### src/hw/rtl/cwab_pkg.sv
// Shared types and constants for the clipped window alpha blit.
// No dependencies; used by every module of the block.
package cwab_pkg;

	localparam int MAX_DIM_DEF = 4096;
	localparam int CFG_DATA_W  = 13;
	localparam int CFG_IDX_W   = 3;
	localparam int PIX_W       = 24;
	localparam int ADDR_W      = 24;
	localparam int POS_W       = 13;
	localparam int ALPHA_W     = 8;

	localparam logic [ALPHA_W-1:0] ALPHA_OPAQUE = 8'hFF;
	localparam logic [ALPHA_W-1:0] ALPHA_CLEAR  = 8'h00;

	typedef enum logic [CFG_IDX_W-1:0] {
		REG_WINDOW_X      = 3'd0,
		REG_WINDOW_Y      = 3'd1,
		REG_WINDOW_WIDTH  = 3'd2,
		REG_WINDOW_HEIGHT = 3'd3,
		REG_BLEND_ALPHA   = 3'd4,
		REG_WINDOW_VIS    = 3'd5,
		REG_SCREEN_WIDTH  = 3'd6,
		REG_SCREEN_HEIGHT = 3'd7
	} reg_idx_t;

	// dims already clamped to 1..MAX_DIM
	typedef struct packed {
		logic signed [CFG_DATA_W-1:0] window_x;
		logic signed [CFG_DATA_W-1:0] window_y;
		logic [CFG_DATA_W-1:0]        window_width;
		logic [CFG_DATA_W-1:0]        window_height;
		logic [ALPHA_W-1:0]           blend_alpha;
		logic                         window_visible;
		logic [CFG_DATA_W-1:0]        screen_width;
		logic [CFG_DATA_W-1:0]        screen_height;
	} cfg_t;

	typedef struct packed {
		logic             we;
		logic             last;
		logic [POS_W-1:0] sx;
		logic [POS_W-1:0] sy;
		logic [PIX_W-1:0] src;
		logic [PIX_W-1:0] dst;
	} pos_t;

endpackage

### src/hw/rtl/cwab_cfg.sv
// Configuration register file for the blit; clamps sizes to 1..MAX_DIM.
// Depends on cwab_pkg.
module cwab_cfg #(
	parameter int MAX_DIM = cwab_pkg::MAX_DIM_DEF
) (
	input  logic                                  clk,
	input  logic                                  arst_n,
	input  logic                                  cfg_valid,
	output logic                                  cfg_ready,
	input  logic [cwab_pkg::CFG_IDX_W-1:0]        cfg_index,
	input  logic [cwab_pkg::CFG_DATA_W-1:0]       cfg_data,
	output cwab_pkg::cfg_t                        cfg
);

	localparam int DW = cwab_pkg::CFG_DATA_W;
	localparam logic [DW:0] MAX_V = (DW+1)'(MAX_DIM);

	logic signed [DW-1:0] window_x_q, window_y_q;
	logic [DW-1:0] window_width_q, window_height_q, screen_width_q, screen_height_q;
	logic [cwab_pkg::ALPHA_W-1:0] blend_alpha_q;
	logic window_visible_q;

	function automatic logic [DW-1:0] clamp_dim(input logic [DW-1:0] v);
		logic [DW-1:0] r;
		if (v == '0)
			r = DW'(1);
		else if ({1'b0, v} > MAX_V)
			r = MAX_V[DW-1:0];
		else
			r = v;
		return r;
	endfunction

	assign cfg_ready = 1'b1;

	always_ff @(posedge clk or negedge arst_n) begin
		if (!arst_n) begin
			window_x_q       <= '0;
			window_y_q       <= '0;
			window_width_q   <= DW'(1);
			window_height_q  <= DW'(1);
			blend_alpha_q    <= cwab_pkg::ALPHA_OPAQUE;
			window_visible_q <= 1'b1;
			screen_width_q   <= DW'(1024);
			screen_height_q  <= DW'(768);
		end else if (cfg_valid && cfg_ready) begin
			unique case (cwab_pkg::reg_idx_t'(cfg_index))
				cwab_pkg::REG_WINDOW_X:      window_x_q       <= $signed(cfg_data);
				cwab_pkg::REG_WINDOW_Y:      window_y_q       <= $signed(cfg_data);
				cwab_pkg::REG_WINDOW_WIDTH:  window_width_q   <= cfg_data;
				cwab_pkg::REG_WINDOW_HEIGHT: window_height_q  <= cfg_data;
				cwab_pkg::REG_BLEND_ALPHA:   blend_alpha_q    <= cfg_data[cwab_pkg::ALPHA_W-1:0];
				cwab_pkg::REG_WINDOW_VIS:    window_visible_q <= cfg_data[0];
				cwab_pkg::REG_SCREEN_WIDTH:  screen_width_q   <= cfg_data;
				cwab_pkg::REG_SCREEN_HEIGHT: screen_height_q  <= cfg_data;
			endcase
		end
	end

	always_comb begin
		cfg.window_x       = window_x_q;
		cfg.window_y       = window_y_q;
		cfg.window_width   = clamp_dim(window_width_q);
		cfg.window_height  = clamp_dim(window_height_q);
		cfg.blend_alpha    = blend_alpha_q;
		cfg.window_visible = window_visible_q;
		cfg.screen_width   = clamp_dim(screen_width_q);
		cfg.screen_height  = clamp_dim(screen_height_q);
	end

endmodule

### src/hw/rtl/cwab_pos.sv
// Input stage: column/row counters, screen position and clipping, stage 1 register.
// Depends on cwab_pkg.
module cwab_pos #(
	parameter int MAX_DIM = cwab_pkg::MAX_DIM_DEF
) (
	input  logic                          clk,
	input  logic                          arst_n,
	input  cwab_pkg::cfg_t                cfg,
	input  logic                          in_valid,
	output logic                          in_ready,
	input  logic [cwab_pkg::PIX_W-1:0]    source_pixel,
	input  logic [cwab_pkg::PIX_W-1:0]    backdrop_pixel,
	input  logic                          adv,
	output logic                          valid_s1,
	output cwab_pkg::pos_t                pos_s1
);

	localparam int DW = cwab_pkg::CFG_DATA_W;
	localparam int CW = $clog2(MAX_DIM);
	localparam int MW = (CW > DW) ? CW : DW;
	localparam int LW = MW + 1;
	localparam int PW = MW + 2;

	logic [CW-1:0] column_q, row_q;
	logic last_col, last_row, on_screen, accept;
	logic signed [PW-1:0] sx, sy;
	cwab_pkg::pos_t pos_d;

	assign in_ready = !valid_s1 || adv;
	assign accept   = in_valid && in_ready;

	always_comb begin
		last_col  = (LW'(column_q) + LW'(1)) >= LW'(cfg.window_width);
		last_row  = (LW'(row_q) + LW'(1)) >= LW'(cfg.window_height);
		sx        = PW'($signed(cfg.window_x)) + $signed(PW'(column_q));
		sy        = PW'($signed(cfg.window_y)) + $signed(PW'(row_q));
		on_screen = !sx[PW-1] && !sy[PW-1] &&
		            ($unsigned(sx) < PW'(cfg.screen_width)) &&
		            ($unsigned(sy) < PW'(cfg.screen_height));
		pos_d.we   = on_screen && cfg.window_visible;
		pos_d.last = last_col && last_row;
		pos_d.sx   = sx[cwab_pkg::POS_W-1:0];
		pos_d.sy   = sy[cwab_pkg::POS_W-1:0];
		pos_d.src  = source_pixel;
		pos_d.dst  = backdrop_pixel;
	end

	always_ff @(posedge clk or negedge arst_n) begin
		if (!arst_n) begin
			column_q <= '0;
			row_q    <= '0;
			valid_s1 <= 1'b0;
		end else begin
			if (in_ready)
				valid_s1 <= in_valid;
			if (accept) begin
				if (last_col) begin
					column_q <= '0;
					row_q    <= last_row ? '0 : row_q + CW'(1);
				end else begin
					column_q <= column_q + CW'(1);
				end
			end
		end
	end

	always_ff @(posedge clk) begin
		if (accept)
			pos_s1 <= pos_d;
	end

endmodule

### src/hw/rtl/cwab_blend.sv
// Output stage: framebuffer address, per-channel alpha blend, result register.
// Depends on cwab_pkg.
module cwab_blend (
	input  logic                          clk,
	input  logic                          arst_n,
	input  cwab_pkg::cfg_t                cfg,
	input  logic                          valid_s1,
	input  cwab_pkg::pos_t                pos_s1,
	output logic                          adv,
	output logic                          out_valid,
	input  logic                          out_ready,
	output logic                          write_enable,
	output logic [cwab_pkg::ADDR_W-1:0]   write_address,
	output logic [cwab_pkg::PIX_W-1:0]    blended_pixel,
	output logic                          last_pixel
);

	localparam int AW = 2 * cwab_pkg::POS_W;
	localparam int AL = cwab_pkg::ALPHA_W;

	logic [AW-1:0] addr_full;
	logic [cwab_pkg::PIX_W-1:0] mix;

	function automatic logic [AL-1:0] mix_ch(input logic [AL-1:0] s, input logic [AL-1:0] d,
	                                        input logic [AL-1:0] a);
		logic [2*AL:0] acc;
		logic [AL-1:0] ia;
		ia  = cwab_pkg::ALPHA_OPAQUE - a;
		acc = ((2*AL+1)'(s) * (2*AL+1)'(a)) + ((2*AL+1)'(d) * (2*AL+1)'(ia));
		return acc[2*AL-1:AL];
	endfunction

	always_comb begin
		addr_full = AW'(pos_s1.sy) * AW'(cfg.screen_width) + AW'(pos_s1.sx);
		priority if (cfg.blend_alpha == cwab_pkg::ALPHA_OPAQUE)
			mix = pos_s1.src;
		else if (cfg.blend_alpha == cwab_pkg::ALPHA_CLEAR)
			mix = pos_s1.dst;
		else
			mix = {mix_ch(pos_s1.src[23:16], pos_s1.dst[23:16], cfg.blend_alpha),
			       mix_ch(pos_s1.src[15:8],  pos_s1.dst[15:8],  cfg.blend_alpha),
			       mix_ch(pos_s1.src[7:0],   pos_s1.dst[7:0],   cfg.blend_alpha)};
	end

	assign adv = valid_s1 && (!out_valid || out_ready);

	always_ff @(posedge clk or negedge arst_n) begin
		if (!arst_n)
			out_valid <= 1'b0;
		else if (!out_valid || out_ready)
			out_valid <= valid_s1;
	end

	always_ff @(posedge clk) begin
		if (adv) begin
			write_enable  <= pos_s1.we;
			write_address <= pos_s1.we ? addr_full[cwab_pkg::ADDR_W-1:0] : '0;
			blended_pixel <= pos_s1.we ? mix : '0;
			last_pixel    <= pos_s1.last;
		end
	end

endmodule

### src/hw/rtl/clipped_window_alpha_blit_top.sv
// Throughput: one pixel per cycle while out_ready is high, through the two registers of the pipeline
// (position/clip register, then address multiply and blend into the result register).
// Ready falls only when both stages are full and out_ready is low.
// Reset: counters at column 0 row 0, registers at their defaults, pipeline empty.
// Top level; depends on cwab_pkg, cwab_cfg, cwab_pos, cwab_blend.
module clipped_window_alpha_blit_top #(
	parameter int MAX_DIM = cwab_pkg::MAX_DIM_DEF
) (
	input  logic                              clk,
	input  logic                              arst_n,
	input  logic                              cfg_valid,
	output logic                              cfg_ready,
	input  logic [cwab_pkg::CFG_IDX_W-1:0]    cfg_index,
	input  logic [cwab_pkg::CFG_DATA_W-1:0]   cfg_data,
	input  logic                              in_valid,
	output logic                              in_ready,
	input  logic [cwab_pkg::PIX_W-1:0]        source_pixel,
	input  logic [cwab_pkg::PIX_W-1:0]        backdrop_pixel,
	output logic                              out_valid,
	input  logic                              out_ready,
	output logic                              write_enable,
	output logic [cwab_pkg::ADDR_W-1:0]       write_address,
	output logic [cwab_pkg::PIX_W-1:0]        blended_pixel,
	output logic                              last_pixel
);

	cwab_pkg::cfg_t cfg;
	cwab_pkg::pos_t pos_s1;
	logic valid_s1, adv;

	cwab_cfg #(.MAX_DIM(MAX_DIM)) u_cfg (
		.clk       (clk),
		.arst_n    (arst_n),
		.cfg_valid (cfg_valid),
		.cfg_ready (cfg_ready),
		.cfg_index (cfg_index),
		.cfg_data  (cfg_data),
		.cfg       (cfg)
	);

	cwab_pos #(.MAX_DIM(MAX_DIM)) u_pos (
		.clk            (clk),
		.arst_n         (arst_n),
		.cfg            (cfg),
		.in_valid       (in_valid),
		.in_ready       (in_ready),
		.source_pixel   (source_pixel),
		.backdrop_pixel (backdrop_pixel),
		.adv            (adv),
		.valid_s1       (valid_s1),
		.pos_s1         (pos_s1)
	);

	cwab_blend u_blend (
		.clk           (clk),
		.arst_n        (arst_n),
		.cfg           (cfg),
		.valid_s1      (valid_s1),
		.pos_s1        (pos_s1),
		.adv           (adv),
		.out_valid     (out_valid),
		.out_ready     (out_ready),
		.write_enable  (write_enable),
		.write_address (write_address),
		.blended_pixel (blended_pixel),
		.last_pixel    (last_pixel)
	);

endmodule
### config.mk
export PLATFORM = sky130hd
export DESIGN_NAME = clipped_window_alpha_blit_top
export DESIGN_NICKNAME = d
export VERILOG_FILES = /design/src/hw/rtl/cwab_pkg.sv /design/src/hw/rtl/cwab_cfg.sv /design/src/hw/rtl/cwab_pos.sv /design/src/hw/rtl/cwab_blend.sv /design/src/hw/rtl/clipped_window_alpha_blit_top.sv
export SDC_FILE = /design/constraint.sdc
export NUM_CORES = 2
export LEC_CHECK = 0
export BUFFER_PORTS_ARGS = -buffer_cell sky130_fd_sc_hd__buf_4
export CORE_MARGIN = 3
export CORE_UTILIZATION = 55
export CTS_CLUSTER_DIAMETER = 50
export DETAILED_ROUTE_END_ITERATION = 7
export PLACE_DENSITY = 0.72
export SYNTH_ARGS = -nofsm -noshare
export SYNTH_HDL_FRONTEND = slang
export SYNTH_HIERARCHICAL = 1
export SYNTH_SLANG_ARGS = --single-unit
### constraint.sdc
create_clock -name clk -period 11.9 [get_ports clk]
set_input_delay 2.38 -clock clk [delete_from_list [all_inputs] [get_ports clk]]
set_output_delay 2.38 -clock clk [all_outputs]
set_load 0.01 [all_outputs]
==> out/results.tsv <==
metric	value	unit
std_cell_rows	85	
finalCriticalPeriod	7.10	ns
grtUsageTotal	26.2	%
synth-seq-area-share	21.8	%
crit_top_cell	fa_1	
cp_cell_sequence	nor2b_1, nand2_1, fa_1, fa_1, fa_1, inv_1, fa_1, fa_1, inv_1, fa_1, inv_1, ha_1, and3_1, a221o_1, a211oi_1, o22ai_1, a41oi_1, xor2_1, nor2_1	
setup_viol	0	
wl_per_cell	18.9	um
synthCells	3110	
clk_path_buf_depth	3	
yosys_register_bits	239	
place_hpwl	55500	um
finalCritPeriodShare	59.7	%
crit_path_top_delay_cell	nor2b_1	
clk_pin_slew_worst_paths	0.06	ns
syn_nets	3930	
rsz0062_at_grt	no	
nets	3991	
postCtsHoldBufs	0	
drv_slew	0	
io_buffers	120	
crit_arrival	7.38	ns
ant_nets	0	
yosys_warnings	6	
ioPinCount	122	
fill_cells	4484	
cts-root-buf	clkbuf_16	
cts_tree	done	
end_kind	flip-flop	
ys.flop_type	edfxtp_1	
status	finished, final reports clean	
synth_edf_count	126	
slew_headroom	21.4	%
area_delta_synth_final	8.88	%
setup_tns	0	ns
r2r_slack	4.80	ns
drt_first_iter_violations	1471	
path_class	reg -> reg	
wl	73800	um
antenna_found_initial	1	
clock_latency	0.56	ns
gp_congestion	0.925	
drive_above_1_share	9.97	%
fin_worst_skew	0.0336	ns
startpoint_type	flip-flop	
grt_max_degree	78	
tightest_slew	1.18	ns
die_y	241	um
synth_area	30400	um2
syn_area_per_cell	9.79	um2
drcViolationCount	0	
core	54200	um2
synth.distinct_cells	73	
grt_pass1_vias	23100	
n_antenna_cell	0	
cts_resized	0	
ctsHtreeMaxLevel	2	
critPathMaxFanout	27	
initial_utilization	56.1	%
path_buf_inv	3	
ys_async_sr_fraction	47.3	%
slowest_delay	0.88	ns
fmax	0.141	GHz
dr_total_vias	21500	
clock_sinks	239	
avgViaCountPerCell	5.52	
grt_pass1_wl	120000	um
crit_family	adder cells	
drtPass1Iterations	5	
dieArea	58200	um2
overflow	0	
crit_required	12.18	ns
die_w	241	um
hold_path_class	reg -> reg	
postCtsSetupBuffers	0	
hold_violations	0	
max_cap_violations	0	
cts_buffers	36	
-- worst reg2reg max path, cell delays in order (launching register included) --
cell      delay [ns]
dfrtp_1         0.69
nor2b_1         0.89
nand2_1         0.18
fa_1            0.62
fa_1            0.45
fa_1            0.55
inv_1           0.05
fa_1            0.45
fa_1            0.49
inv_1           0.05
fa_1            0.47
inv_1           0.04
ha_1            0.34
and3_1          0.21
a221o_1         0.36
a211oi_1        0.31
o22ai_1         0.18
a41oi_1         0.28
xor2_1          0.17
nor2_1          0.05
-- layout make-up --
cell class	instances	area (um2)	area share [%]
sequential	239	6630	20.0
clock buffer	44	962	2.90
multi-input combinational	2109	20900	63.1
tap	696	871	2.63
timing repair buffer	134	1010	3.04
clock inverter	22	313	0.944
inverter	651	2450	7.38
-- layout by cell type, fill, tap and decap left out, types with 16 or more instances in the layout --
cell type and instances:
a21o_1 18, a21oi_1 99, and2_1 190, buf_4 134, clkbuf_16 37, dfrtp_1 99
edfxtp_1 126, fa_1 416, ha_1 335, inv_1 650, mux2_2 88, nand2_1 257
nand2b_1 69, nand3_1 30, nor2_1 66, nor2b_1 189, nor4_1 16, o21ai_0 67
xnor2_1 60, xor2_1 30
-- Yosys cell counts, drive strengths merged, types with 23 or more instances --
| master | instances | share of area [%] |
|---|---|---|
| inv | 651 | 8.0 |
| fa | 416 | 27 |
| ha | 335 | 14 |
| nand2 | 257 | 3.2 |
| and2 | 191 | 3.9 |
| nor2b | 189 | 3.9 |
| edfxtp | 126 | 12 |
| a21oi | 100 | 1.7 |
| dfrtp | 99 | 8.1 |
| clkbuf | 88 | 1.1 |
| mux2 | 88 | 3.3 |
| nand2b | 69 | 1.4 |
| o21ai | 69 | 1.1 |
| nor2 | 66 | 0.81 |
| xnor2 | 60 | 1.7 |
| nand3 | 31 | 0.53 |
| xor2 | 30 | 0.86 |
| buf | 23 | 0.40 |
-- cell families after synthesis --
group	synth area share, %
adder cells (fa/ha/maj)	41.1
flip-flops	21.8
XOR/XNOR	2.59
AND/OR/NAND/NOR	15.6
AO/OA/AOI/OAI	6.06
other	0.0123
buffers and inverters	9.52
multiplexers	3.29
-- path summary, 6_finish.rpt --
path,start,end,cells past startpoint
max in group asynchronous,arst_n,u_pos/column_q[10]$_DFFE_PN0P_,2
hold reg to reg,u_pos/pos_s1[74]$_DFFE_PP_,u_blend/last_pixel$_DFFE_PP_,0
hold / removal,u_pos/pos_s1[74]$_DFFE_PP_,u_blend/last_pixel$_DFFE_PP_,0
min in group asynchronous,arst_n,u_cfg/screen_height_q[12]$_DFFE_PN0P_,1
setup reg to reg,u_cfg/screen_width_q[12]$_DFFE_PN0P_,u_blend/write_address[19]$_SDFFCE_PN0P_,19
setup / recovery,u_cfg/screen_width_q[12]$_DFFE_PN0P_,u_blend/write_address[19]$_SDFFCE_PN0P_,19
-- registers in the layout, indices dropped and copies added (netlist names) --
name                    count
u_blend/last_pixel          1
u_pos/row_q                12
u_pos/valid_s1              1
u_cfg/screen_width_q       13
u_cfg/window_height_q      13
u_pos/column_q             12
u_cfg/blend_alpha_q         8
u_blend/write_enable        1
u_blend/out_valid           1
u_cfg/window_width_q       13
u_cfg/window_x_q           13
u_cfg/window_visible_q      1
u_cfg/window_y_q           13
u_pos/pos_s1               76
u_cfg/screen_height_q      13
u_blend/write_address      24
u_blend/blended_pixel      24
-- stage by stage --
step                cells  hold WS, ns  util (%)  instance area, um2  setup WS, ns
finish               3895        0.411      61.1               33100          4.80
global route         3895        0.421      61.1               33100          4.51
CTS                  3895        0.411      61.1               33100          4.89
detailed placement   3829        0.411      58.7               31900          4.90
global placement     3829        0.416      58.7               31900          5.08
floorplan            3110        0.400         -               30400          4.68
-- layer usage --
layer | part of all wire, % | wire length (um) | vias to the layer above | GRT usage (%)
li1 | - | - | 9877 | -
met4 | 3.3 | 2400 | 0 | 8.82
met2 | 50 | 36900 | 657 | 46.3
met3 | 5.8 | 4260 | 150 | 4.12
met1 | 41 | 30200 | 10800 | 33.0
met5 | 0 | 0 | - | 0
Power is not shown: default switching activity piles up to over one toggle a cycle in this logic, so the estimate is an artifact.
